$ cat src/hw/rtl/qts_pkg.sv
// Package for the quoted token scanner: result kinds, character constants,
// result structs and the ASCII character class functions.
// No dependencies.
`timescale 1ns / 1ps
`default_nettype none

package qts_pkg;

   typedef enum logic [1:0] {
      KIND_CHAR = 2'd0,   // token character
      KIND_END  = 2'd1,   // token end, value is the terminator
      KIND_NONE = 2'd2    // no token, value is the character seen
   } kind_type;

   localparam logic [15:0] CH_NUL        = 16'h0000;
   localparam logic [15:0] CH_TAB        = 16'h0009;
   localparam logic [15:0] CH_CR         = 16'h000D;
   localparam logic [15:0] CH_SPACE      = 16'h0020;
   localparam logic [15:0] CH_QUOTE      = 16'h0022;
   localparam logic [15:0] CH_DOLLAR     = 16'h0024;
   localparam logic [15:0] CH_DASH       = 16'h002D;
   localparam logic [15:0] CH_DOT        = 16'h002E;
   localparam logic [15:0] CH_DIGIT_0    = 16'h0030;
   localparam logic [15:0] CH_DIGIT_9    = 16'h0039;
   localparam logic [15:0] CH_COLON      = 16'h003A;
   localparam logic [15:0] CH_UPPER_A    = 16'h0041;
   localparam logic [15:0] CH_UPPER_Z    = 16'h005A;
   localparam logic [15:0] CH_BACKSLASH  = 16'h005C;
   localparam logic [15:0] CH_UNDERSCORE = 16'h005F;
   localparam logic [15:0] CH_LOWER_A    = 16'h0061;
   localparam logic [15:0] CH_LOWER_Z    = 16'h007A;

   typedef struct packed {
      kind_type    kind;
      logic [15:0] value;
      logic        last;
   } result_type;

   // results of one input word, up to two
   typedef struct packed {
      logic [1:0] count;
      result_type first;
      result_type second;
   } step_out_type;

   function automatic logic is_space(input logic [15:0] c);
      return (c == CH_SPACE) || ((c >= CH_TAB) && (c <= CH_CR));
   endfunction

   function automatic logic is_word(input logic [15:0] c);
      return ((c >= CH_DIGIT_0) && (c <= CH_DIGIT_9))
          || ((c >= CH_UPPER_A) && (c <= CH_UPPER_Z))
          || ((c >= CH_LOWER_A) && (c <= CH_LOWER_Z))
          || (c == CH_UNDERSCORE) || (c == CH_DOLLAR) || (c == CH_DOT)
          || (c == CH_DASH) || (c == CH_COLON) || (c == CH_BACKSLASH);
   endfunction

endpackage

`default_nettype wire

$ cat src/hw/rtl/qts_scan.sv
// Scanner state (mode and held backslash) and the per-word decode logic.
// Depends on qts_pkg.
`timescale 1ns / 1ps
`default_nettype none

module qts_scan (
   input  wire logic                  clock,
   input  wire logic                  reset,
   input  wire logic                  accept,
   input  wire logic [15:0]           code_unit,
   output qts_pkg::step_out_type      step_out
);

   typedef enum logic [1:0] {
      MODE_IDLE     = 2'd0,
      MODE_QUOTED   = 2'd1,
      MODE_PENDING  = 2'd2,   // quote seen inside quoted token
      MODE_UNQUOTED = 2'd3
   } mode_type;

   mode_type mode_ff, mode_in;
   logic     held_ff, held_in;

   logic               bs_pre;
   logic               main_valid;
   qts_pkg::kind_type  main_kind;
   logic [15:0]        main_value;

   always_comb begin
      mode_in    = mode_ff;
      held_in    = 1'b0;
      main_valid = 1'b0;
      main_kind  = qts_pkg::KIND_CHAR;
      main_value = code_unit;
      bs_pre     = ((mode_ff == MODE_QUOTED) || (mode_ff == MODE_UNQUOTED)) && held_ff;

      if (bs_pre && (code_unit == qts_pkg::CH_BACKSLASH)) begin
         // doubled backslash: one backslash out, nothing else
         mode_in = mode_ff;
      end else begin
         unique case (mode_ff)
            MODE_IDLE: begin
               if (code_unit == qts_pkg::CH_NUL) begin
                  main_valid = 1'b1;
                  main_kind  = qts_pkg::KIND_NONE;
               end else if (qts_pkg::is_space(code_unit)) begin
                  main_valid = 1'b0;
               end else if (code_unit == qts_pkg::CH_QUOTE) begin
                  mode_in = MODE_QUOTED;
               end else if (qts_pkg::is_word(code_unit)) begin
                  mode_in = MODE_UNQUOTED;
                  if (code_unit == qts_pkg::CH_BACKSLASH) begin
                     held_in = 1'b1;
                  end else begin
                     main_valid = 1'b1;
                  end
               end else begin
                  main_valid = 1'b1;
                  main_kind  = qts_pkg::KIND_NONE;
               end
            end
            MODE_QUOTED: begin
               if (code_unit == qts_pkg::CH_NUL) begin
                  main_valid = 1'b1;
                  main_kind  = qts_pkg::KIND_END;
                  mode_in    = MODE_IDLE;
               end else if (code_unit == qts_pkg::CH_QUOTE) begin
                  mode_in = MODE_PENDING;
               end else if (code_unit == qts_pkg::CH_BACKSLASH) begin
                  held_in = 1'b1;
               end else begin
                  main_valid = 1'b1;
               end
            end
            MODE_PENDING: begin
               main_valid = 1'b1;
               if (code_unit == qts_pkg::CH_QUOTE) begin
                  mode_in = MODE_QUOTED;     // doubled quote stands for one
               end else begin
                  main_kind = qts_pkg::KIND_END;
                  mode_in   = MODE_IDLE;
               end
            end
            MODE_UNQUOTED: begin
               if ((code_unit != qts_pkg::CH_NUL) && qts_pkg::is_word(code_unit)) begin
                  if (code_unit == qts_pkg::CH_BACKSLASH) begin
                     held_in = 1'b1;
                  end else begin
                     main_valid = 1'b1;
                  end
               end else begin
                  main_valid = 1'b1;
                  main_kind  = qts_pkg::KIND_END;
                  mode_in    = MODE_IDLE;
               end
            end
            default: begin
               mode_in = MODE_IDLE;
            end
         endcase
      end
   end

   // assemble up to two results, held backslash first
   always_comb begin
      step_out.first.kind   = qts_pkg::KIND_CHAR;
      step_out.first.value  = qts_pkg::CH_BACKSLASH;
      step_out.first.last   = 1'b1;
      step_out.second.kind  = main_kind;
      step_out.second.value = main_value;
      step_out.second.last  = 1'b1;
      step_out.count        = 2'd0;
      if (bs_pre) begin
         step_out.first.last = ~main_valid;
         step_out.count      = main_valid ? 2'd2 : 2'd1;
      end else begin
         step_out.first.kind  = main_kind;
         step_out.first.value = main_value;
         step_out.count       = {1'b0, main_valid};
      end
   end

   always_ff @(posedge clock) begin
      if (reset) begin
         mode_ff <= MODE_IDLE;
         held_ff <= 1'b0;
      end else if (accept) begin
         mode_ff <= mode_in;
         held_ff <= held_in;
      end
   end

endmodule

`default_nettype wire

$ cat src/hw/rtl/quoted_token_scanner.sv
// Top level of the quoted token scanner: stream ports, scanner and a
// two-entry result buffer. Depends on qts_pkg and qts_scan.
//
// Usage:
//   req_ channel carries one 16-bit character per word; code 0 ends the line.
//   rsp_ channel carries the results: rsp_tuser is the kind (token char,
//   token end, no token), rsp_tdata the character or terminator, and
//   rsp_tlast marks the final result caused by one input word.
//   Each input word gives zero, one or two results. A word is decoded in the
//   cycle it is accepted and its results sit in the result buffer from the
//   next cycle on. Throughput: one word per cycle while each gives at most
//   one result and the receiver keeps rsp_tready high; a word that gives two
//   results (held backslash followed by another character) holds off the
//   next word until its first result is taken, as the single result port
//   drains the two-entry buffer.
//   req_tready is high when the buffer is empty or will be empty after the
//   result shown now is taken, so a stalled receiver holds off the sender
//   without losing or reordering results.
//   Reset (synchronous, active high) returns the scanner to idle with no
//   held backslash and empties the result buffer.
`timescale 1ns / 1ps
`default_nettype none

module quoted_token_scanner (
   input  wire logic        clock,
   input  wire logic        reset,
   // input words
   input  wire logic        req_tvalid,
   output      logic        req_tready,
   input  wire logic [15:0] req_tdata,    // [15:0] code_unit
   // result words
   output      logic        rsp_tvalid,
   input  wire logic        rsp_tready,
   output      logic [15:0] rsp_tdata,    // [15:0] value
   output      logic [1:0]  rsp_tuser,    // [1:0] kind
   output      logic        rsp_tlast     // last result of an input word
);

   logic                   req_accept;
   logic                   rsp_pop;
   qts_pkg::step_out_type  step_out;

   logic [1:0]             count_ff;
   qts_pkg::result_type    head_ff;
   qts_pkg::result_type    tail_ff;

   assign rsp_pop    = rsp_tvalid && rsp_tready;
   assign req_tready = (count_ff == 2'd0) || ((count_ff == 2'd1) && rsp_tready);
   assign req_accept = req_tvalid && req_tready;

   qts_scan u_scan (
      .clock     (clock),
      .reset     (reset),
      .accept    (req_accept),
      .code_unit (req_tdata),
      .step_out  (step_out)
   );

   // buffer is empty (or emptying) whenever a word is accepted, so a load
   // simply replaces both entries
   always_ff @(posedge clock) begin
      if (reset) begin
         count_ff <= 2'd0;
      end else if (req_accept) begin
         count_ff <= step_out.count;
      end else if (rsp_pop) begin
         count_ff <= count_ff - 2'd1;
      end
   end

   always_ff @(posedge clock) begin
      if (req_accept) begin
         head_ff <= step_out.first;
         tail_ff <= step_out.second;
      end else if (rsp_pop) begin
         head_ff <= tail_ff;
      end
   end

   assign rsp_tvalid = (count_ff != 2'd0);
   assign rsp_tdata  = head_ff.value;
   assign rsp_tuser  = head_ff.kind;
   assign rsp_tlast  = head_ff.last;

endmodule

`default_nettype wire

$ cat config.mk
export PLATFORM = sky130hd
export DESIGN_NAME = quoted_token_scanner
export DESIGN_NICKNAME = d
export VERILOG_FILES = /design/src/hw/rtl/qts_pkg.sv /design/src/hw/rtl/qts_scan.sv /design/src/hw/rtl/quoted_token_scanner.sv
export SDC_FILE = /design/constraint.sdc
export NUM_CORES = 1
export LEC_CHECK = 0
export ABC_AREA = 1
export BUFFER_PORTS_ARGS = -buffer_cell sky130_fd_sc_hd__buf_2
export CAP_MARGIN = 20
export CELL_PAD_IN_SITES_DETAIL_PLACEMENT = 0
export CELL_PAD_IN_SITES_GLOBAL_PLACEMENT = 2
export CORE_ASPECT_RATIO = 1.4
export CORE_UTILIZATION = 30
export DETAILED_ROUTE_END_ITERATION = 16
export HOLD_SLACK_MARGIN = 0.12
export PLACE_DENSITY = 0.81
export SETUP_SLACK_MARGIN = 0.1
export SLEW_MARGIN = 20
export SYNTH_ARGS = -nofsm -noshare
export SYNTH_HDL_FRONTEND = slang
export SYNTH_SLANG_ARGS = --single-unit
$ cat constraint.sdc
create_clock -name clock -period 1.7 [get_ports clock]
set_input_delay 0.17 -clock clock [delete_from_list [all_inputs] [get_ports clock]]
set_output_delay 0.17 -clock clock [all_outputs]
set_load 0.01 [all_outputs]
==> metrics.md <==
| Metric | Value |
|---|---|
| Syn_nets | `278` |
| Routed len/inst | `between 10 and 15 um` |
| Die Span X | `about 76 um` |
| Worst setup margin | `around 140 ps` |
| Root Buffer | `clkbuf_8` |
| Worst-Margin Slew | `around 260 ps` |
| Congestion Overflow GR | `0` |
| Synthesized netlist cell count | `between 200 and 300` |
| CTS HTree Levels | `2` |
| Worst reg2reg endpoint | `rsp_tdata[12]` |
| Die area | `around 0.0080 mm^2` |
| Layout cells sized above 1 | `a little over two fifths` |
| Hold crit path type | `input pin to register` |
| Initial antenna violation count | `0` |
| Register area | `around 0.0012 mm^2` |
| Antenna cells | `0` |
| Outcome | `completed` |
| Fin crit share | `just over 90%` |
| Seq/Total Area, Yosys | `around 53%` |
| Initial drt markers | `65` |
| Cell repeated most along the worst path | `nand2_1` |
| Top delay family on crit path | `simple AND/OR/NAND/NOR gates` |
| DPL Wire Length | `4220 um` |
| CP max stage delay | `roughly 300 ps` |
| Critical Path End Type | `register` |
| Die Height | `approximately 110 um` |
| Clock Latency Late Sink | `300 ps` |
| Critical path fanouts, max | `5` |
| Power Dens Cells | `1150 mW/mm^2` |
| Overall Power | `0.00380 W` |
| Crit path from | `req_tdata[6]` |
| Starting Density | `a little under a third` |
| DP Worst Slack | `-311 ps` |
| Critical R2R Launch | `count_ff[0]` |
| Final Hold Viols | `0` |
| Clock Path Buffers | `2` |
| Crit path buf inv count | `3` |
| DRT antenna net count | `0` |
| Slew headroom | `82.3%` |
| Worst path cell trace | `buf_12 -> nor2_4 -> nand3_4 -> inv_2 -> nand2_1 -> nor2_1 -> nor2_2 -> nand3_2 -> nand3_2 -> o21ai_2 -> nand2_1 -> ha_1 -> nand2_1 -> o211ai_1 -> o211ai_1 -> inv_1` |
| Vias/cell | `4.47` |
| PortBufs | `40` |
| Final WL | `between 5000 and 6000 um` |
| I/O pin count | `41` |
| Worst Setup EP | `count_ff[0]` |
| Synth Register Bits | `42` |
| CTS tree | `built` |
| DRC viols | `0` |
| Pre-Repair DR Iteration Count | `4` |
| Clock-pin slew on the worst setup and hold paths | `~80 ps` |
| Final Net Count | `roughly 380` |
| CTS sink cnt | `42` |
| Vias post-DR | `between 2000 and 2500` |
| First-pass GRT wire length | `8850 um` |
| FF-to-FF setup slack | `160 ps` |
| Crit path depth | `16` |
| Max-cap violations | `0` |
| CTS buffer count | `5` |
| Synth Cell Area | `about 0.0023 mm^2` |
| Netlist cell types | `35` |
| Pin count of the biggest net entering global routing | `22` |
| Ranking of synthesized cells by area | `edfxtp_1, nand2_1, inv_1` |
| GPL Wtd Cong | `~0.87` |
| Minimum clock period | `approximately 1600 ps` |
| # rows | `37` |
| Worst setup path class | `input pin to register` |
| Fmax | `~640 MHz` |
| Overall global routing resource usage | `between 10 and 15%` |
| Pins Over Slew Limit | `0` |
| Critical path arrival | `between 1500 and 2000 ps` |
| Leak pwr | `~1.5 nW` |
| Core area | `about 0.0074 mm^2` |
| Area of the multi-input gates | `approximately 970 um^2` |
| Yosys Warn Count | `0` |
| VDD IR max | `about 0.5 mV` |
| Fillers | `730` |
| Area leader, netlist | `edfxtp_1` |
| Final setup viols | `0` |
| Required @ worst endpoint | `about 1900 ps` |
| RSZ-0062 raised after global routing | `true` |
| Mapped Avg Cell Area | `about 8.9 um^2` |
| R2R depth | `8` |
| Layout area overhead | `44.7%` |
| Number of global-route vias before repair | `1964` |
| Post-Layout Cell Count | `about 460` |
| Top cell type's share of synthesized area | `between 40% and 50%` |
| Setup Skew | `between 10 and 15 ps` |
| Slowest-stage cell, CP | `ha_1` |
| Final Util | `about 45%` |
| Worst setup SP type | `input pin` |
| Placed Cells | `439` |
power breakdown:
group	switching (W)	internal (W)	total, W
clock network	0.000336	0.000281	0.000617
logic	0.000862	0.000625	0.00149
registers	0.0000849	0.00161	0.00169
total	0.00128	0.00252	0.00380
sequential cells by signal, indices dropped and copies added (netlist names):
register / count
tail_ff: 18
rsp_tdata: 16
count_ff: 2
u_scan.held_ff: 1
rsp_tuser: 2
u_scan.mode_ff: 2
rsp_tlast: 1
what timing repair did:
item	CTS	global route
hold buffers	6	0
endpoints found under the hold margin	7	0
pin swaps	0	16
endpoints found under the setup margin	6	10
resized for setup	2	36
setup buffers	0	4
cell usage in the layout (no fill, tap or decap), types with 2 or more instances in the layout:
cell and instances:
a21oi_1 6, a21oi_2 2, a22o_1 2, buf_12 4
buf_2 35, buf_4 53, buf_6 4, clkbuf_8 5
clkinv_2 2, dfxtp_1 3, dfxtp_2 2, dlygate4sd3_1 6
edfxtp_1 37, ha_1 3, inv_1 25, inv_2 6
inv_4 3, nand2_1 53, nand2_2 13, nand3_1 12
nand3_2 8, nand4_1 4, nor2_1 25, nor2_2 4
nor2_4 5, nor4_1 2, o211ai_1 3, o21ai_0 16
o21ai_1 2, o21ai_2 3
per-stage QoR:
step | hold WS, ps | setup TNS (ps) | area, um^2
3_3_place_gp | 365 | -635 | 3020
2_1_floorplan | 232 | 0 | 2310
6_report | 144 | 0 | 3300
3_5_place_dp | 372 | -732 | 3020
5_1_grt | 144 | -40.3 | 3300
4_1_cts | 131 | 0 | 3170
worst register-to-register path: stages, from the launching register on:
cell and delay (ps):
dfxtp_2 360, inv_1 50, ha_1 210, inv_2 70
nand2_2 60, nand2_2 150, nor2_4 50, buf_4 160
a22o_1 180
kinds of logic (layout without fill, tap and decap cells):
| group | Yosys count | in the layout | synth area share (%) |
|---|---|---|---|
| DFF | 42 | 42 | 53.1 |
| buffers and inverters | 41 | 146 | 7.46 |
| and+or+nand+nor | 133 | 133 | 28.7 |
| adders and majority gates | 3 | 3 | 1.65 |
| AOI/OAI and AO/OA | 36 | 36 | 9.06 |
synth_stat cells:
cell	count
buf_2	1
a21oi_1	7
ha_1	3
inv_1	29
nor2_2	4
inv_4	1
nand3_2	9
clkinv_2	1
nor2_8	1
o21a_1	1
nor3_4	1
or2_2	1
inv_2	4
buf_4	1
o21ai_1	2
a31oi_1	1
dfxtp_1	5
buf_6	1
o21ai_2	1
a22o_1	2
nand3b_1	1
nor2_1	29
nor2_4	1
a21oi_2	1
nor4_1	2
edfxtp_1	37
and3_1	1
nor3_2	1
nand2_2	3
nand4_1	4
o211ai_1	3
nand2_1	63
nand3_1	12
clkbuf_1	3
o21ai_0	18
how the worst min path moves through the flow:
stage,startpoint,to,slack [ps],depth (start not counted)
2_1_floorplan,reset,u_scan.mode_ff[1],230,1
3_3_place_gp,req_tdata[10],tail_ff[11],370,1
3_5_place_dp,req_tdata[9],tail_ff[10],370,1
4_1_cts,req_tdata[2],tail_ff[3],130,1
5_1_grt,req_tdata[2],tail_ff[3],140,1
6_report,req_tdata[2],tail_ff[3],140,1
routing by layer:
metal	track usage, %	wire [um]	vias to the layer above	part of all wire (%)
li1	-	-	1058	-
met1	17.2	2200	928	41
met2	25.2	2830	43	53
met3	2.03	136	16	2.5
met4	8.07	208	0	3.9
met5	0	0	-	0
cell type report:
class | count | area share [%]
multi-input combinational | 172 | 29.5
tap | 97 | 3.68
inverter | 35 | 4.25
timing repair buffer | 103 | 23.2
clock inverter | 3 | 0.493
sequential | 42 | 36.8
clock buffer | 5 | 2.09
Power figures use the tool's default switching activity.
